--- src/rtl/core/mfd_pkg.sv ---
// Shared types and constants for the meter frame deframer.
// No dependencies; used by every module under rtl/core.
`timescale 1ns / 1ps
`default_nettype none
package mfd_pkg;

  localparam int unsigned RxDepthDef      = 8192;
  localparam int unsigned PayloadDepthDef = 4096;
  localparam int unsigned MaxLenReset     = 4096;
  localparam int unsigned LenW            = 13;

  localparam logic [7:0] MarkStart = 8'h68;
  localparam logic [7:0] MarkEnd   = 8'h16;
  localparam int unsigned HdrBytes = 11;

  typedef enum logic [1:0] {
    ST_NONE    = 2'd0,
    ST_FRAME   = 2'd1,
    ST_PAYLOAD = 2'd2,
    ST_FULL    = 2'd3
  } status_e;

  typedef enum logic [0:0] {
    ACT_PUSH = 1'b0,
    ACT_READ = 1'b1
  } action_e;

  typedef enum logic [2:0] {
    S_IDLE,
    S_HUNT,
    S_RD,
    S_WT,
    S_CHECK,
    S_PRD,
    S_PWT,
    S_EMIT
  } eng_state_e;

  typedef enum logic [2:0] {
    PH_HDR,
    PH_SUM,
    PH_CHK,
    PH_END,
    PH_COPY
  } phase_e;

  typedef struct packed {
    logic       action;
    logic [7:0] rx_byte;
  } item_t;

  typedef struct packed {
    logic [1:0]      status;
    logic [15:0]     rtua;
    logic [15:0]     terminal_id;
    logic [5:0]      master_station;
    logic [6:0]      frame_seq;
    logic [2:0]      intra_seq;
    logic [5:0]      func_code;
    logic            abnormal;
    logic            direction;
    logic [LenW-1:0] payload_len;
    logic [7:0]      payload_byte;
    logic            last;
  } res_t;

endpackage
`default_nettype wire

--- src/rtl/core/mfd_in_queue.sv ---
// Front end: two-entry queue of input items ahead of the frame engine.
// Depends on mfd_pkg for the item type.
`timescale 1ns / 1ps
`default_nettype none
module mfd_in_queue (
  input  wire logic          clk_i,
  input  wire logic          rst_ni,
  input  wire logic          push_i,
  input  mfd_pkg::item_t     item_i,
  output logic               full_o,
  output logic               valid_o,
  output mfd_pkg::item_t     item_o,
  input  wire logic          pop_i
);

  mfd_pkg::item_t slot_q [2];
  logic           wr_q, wr_d, rd_q, rd_d;
  logic [1:0]     cnt_q, cnt_d;
  logic           do_push, do_pop;

  assign full_o  = (cnt_q == 2'd2);
  assign valid_o = (cnt_q != 2'd0);
  assign item_o  = slot_q[rd_q];
  assign do_push = push_i && !full_o;
  assign do_pop  = pop_i && valid_o;

  always_comb begin
    wr_d  = do_push ? ~wr_q : wr_q;
    rd_d  = do_pop ? ~rd_q : rd_q;
    cnt_d = cnt_q + {1'b0, do_push} - {1'b0, do_pop};
  end

  always_ff @(posedge clk_i or negedge rst_ni) begin
    if (!rst_ni) begin
      wr_q  <= 1'b0;
      rd_q  <= 1'b0;
      cnt_q <= 2'd0;
    end else begin
      wr_q  <= wr_d;
      rd_q  <= rd_d;
      cnt_q <= cnt_d;
    end
  end

  always_ff @(posedge clk_i) begin
    if (do_push) begin
      slot_q[wr_q] <= item_i;
    end
  end

endmodule
`default_nettype wire

--- config.mk ---
export PLATFORM = sky130hd
export DESIGN_NAME = mfd_in_queue
export DESIGN_NICKNAME = d
export VERILOG_FILES = /design/src/rtl/core/mfd_pkg.sv /design/src/rtl/core/mfd_in_queue.sv
export SDC_FILE = /design/constraint.sdc
export NUM_CORES = 1
export LEC_CHECK = 0
export BUFFER_PORTS_ARGS = -buffer_cell sky130_fd_sc_hd__buf_2
export CORE_ASPECT_RATIO = 1.2
export CORE_MARGIN = 2
export CORE_UTILIZATION = 34
export DETAILED_ROUTE_END_ITERATION = 8
export HOLD_SLACK_MARGIN = 0.08
export PLACE_DENSITY = 0.55
export SKIP_LAST_GASP = 1
export SYNTH_ARGS = -nofsm -noshare
export SYNTH_HDL_FRONTEND = slang
export SYNTH_SLANG_ARGS = --single-unit
--- constraint.sdc ---
create_clock -name clk_i -period 2.1 [get_ports clk_i]
set_input_delay 0.21 -clock clk_i [delete_from_list [all_inputs] [get_ports clk_i]]
set_output_delay 0.21 -clock clk_i [all_outputs]
set_load 0.03 [all_outputs]
==> impl_metrics.toml <==
[outcome]
status = "finished, final reports clean"

[grt]
grtUsageTotal_pct = 9.01
use_met1_pct = 10.1
grt_antenna_before_repair = 0
busiest_layer = "met2"
grt-ovfl-total = 0
use_met3_pct = 2.79
grt_pass1_vias = 454
grt_max_degree = 14
gr-usage-met2_pct = 15.4
grt_pass1_wl_um = 1900

[yosys]
syn-instance-count = 46
yosys_warnings = 0
yosysTopAreaCellShare_pct = 63.4
syn_nets = 61
yosys-top-cells-area = "edfxtp_1 63%, mux2_2 12%, dfrtp_1 12%"
yosysTopAreaCell = "edfxtp_1"
ys_ff_latch = 22
synth_area_per_cell_um2 = 18.5
yosysUniqueCellTypes = 14
yosysSeqAreaShare_pct = 75.2
syn_area_um2 = 852

[placement]
portBuffers = 23
place.gp.congestion = 0.681
pre_cts_slack_ns = 0.425
place_area_um2 = 1010
place_inst = 100
post-dp-hpwl_um = 883

[critical_path]
startpoint_type = "flop"
cp_max_fo = 10
cp.required_ns = 1.89
end_kind = "output pin"
worst_path_largest_cell_delay_ns = 0.65
critPathSlowestCell = "dfrtp_1"
cp.arrival_ns = 1.51
cpLargestDelayFamily = "flip-flops"
cp_num_buf_inv = 1
cp_cell_sequence = "mux2_2 > buf_2"
crit_type = "reg -> out"

[timing]
skew_ns = 0.00312
fin_setup_tns_ns = 0
hold_ws_ns = 0.104
maxSlewHeadroom_pct = 69.0
slew_viol_final = 0
fin_ws_ns = 0.375
finalHoldViolCount = 0
setup_viol = 0
period_share_pct = 82.1
max_freq_mhz = 580
fin_crit_ns = 1.72
rsz0062_at_grt = "false"
worst_pin_slew_ns = 0.465

[power]
p_per_area_nw_per_um2 = 1410
p_leak_nw = 0.471
ir_worst_vdd_v = 0.000814
finalPower_mw = 1.63

[cells_and_area]
diodes = 0
drive_above_1_share_pct = 47.6
final_cells = 113
fin_util_pct = 49.4
fill_cells = 229
final_area_um2 = 1150
syn_to_final_growth_pct = 35.1
fin_nets = 98

[floorplanning]
rows = 19
dieHeight_um = 58.8
num_io_pins = 24
initial_core_util_pct = 36.6
core_um2 = 2330
dieArea_um2 = 2920
die_w_um = 49.7

[routing]
ant_nets = 0
drt-pass1-iter-count = 4
drtIter0Drc = 14
via_per_inst = 4.27
wl_per_cell_um = 11.3
via_count = 482
drc_errors = 0
routed_wl_um = 1270

[clock_tree]
cts_tree = "yes"
hold_buffers = 1
clockBufferDepth = 2
clk_pin_slew_ns = 0.11
cts_setup_buffers = 0
cts_resized = 0
root_buffer = "clkbuf_4"
ctsHtreeMaxLevel = 1
clock_latency_ns = 0.29
cts_buffers = 3
cts_sinks = 22

[run]
maxCapViolCount = 0

[worst_hold_path]
worstHoldPathType = "in -> reg"
routing by layer:
metal	vias up	part of all wire [%]
met5	-	0
met4	0	0
met3	0	4.9
met2	17	51
met1	228	44
li1	237	-
layout make-up:
cell class	instances	area, um2	share of cell area (%)
Inverter	2	7.51	0.652
Sequential cell	22	641	55.7
Clock buffer	3	22.5	1.96
Clock inverter	1	30.0	2.61
Multi-Input combinational cell	21	199	17.3
Tap cell	31	38.8	3.37
Timing Repair Buffer	33	213	18.5
power by group:
part           internal, mW  switching [mW]  leakage, nW
logic                 0.262           0.365        0.229
clock network         0.193           0.118       0.0279
registers             0.608          0.0794        0.214
state kept, by name, summed over array words and instances, names as in the netlist:
signal and flops:
slot_q 18, cnt_q 2, rd_q 1, wr_q 1
cells in the mapped netlist:
master,instances
buf_2,1
edfxtp_1,18
nor2_1,1
xor2_1,1
inv_1,2
ha_1,2
nand2_1,1
dfrtp_1,4
and3_1,1
or2_4,1
xnor2_1,3
and2_4,1
nand2b_1,1
mux2_2,9
cell families after synthesis:
family	synth area share (%)
buffers and inverters	1.47
AND/OR/NAND/NOR	4.41
multiplexers	11.9
adder cells (fa/ha/maj)	2.94
flip-flops	75.2
XOR/XNOR	4.11
worst register-to-register path, delay by kind of cell, from the launching register on:
| family | cells | cell delay, ns |
|---|---|---|
| XOR/XNOR | 2 | 0.30 |
| adder cells (fa/ha/maj) | 2 | 0.44 |
| buffers and inverters | 1 | 0.04 |
| flip-flops | 1 | 0.42 |
| AND/OR/NAND/NOR | 2 | 0.42 |
cell usage in the layout, fill, tap and decap left out, types with 2 or more instances in the layout:
master,synthesis,routed
edfxtp_1,18,18
ha_1,2,2
xnor2_1,3,3
dfrtp_1,4,4
buf_2,1,23
dlygate4sd3_1,0,9
inv_1,2,2
clkbuf_4,0,3
mux2_2,9,9
final timing paths:
path                            from           end  slack [ns]  cells after the start
setup / recovery                rd_q     item_o[5]        0.38                      2
hold / removal             item_i[8]  slot_q[1][8]        0.10                      1
setup reg to reg            cnt_q[1]      cnt_q[1]        0.41                      7
hold reg to reg                 wr_q          wr_q        0.51                      1
max in group asynchronous     rst_ni          wr_q        1.75                      2
min in group asynchronous     rst_ni      cnt_q[0]        0.23                      2
Power figures use the tool's default switching activity.
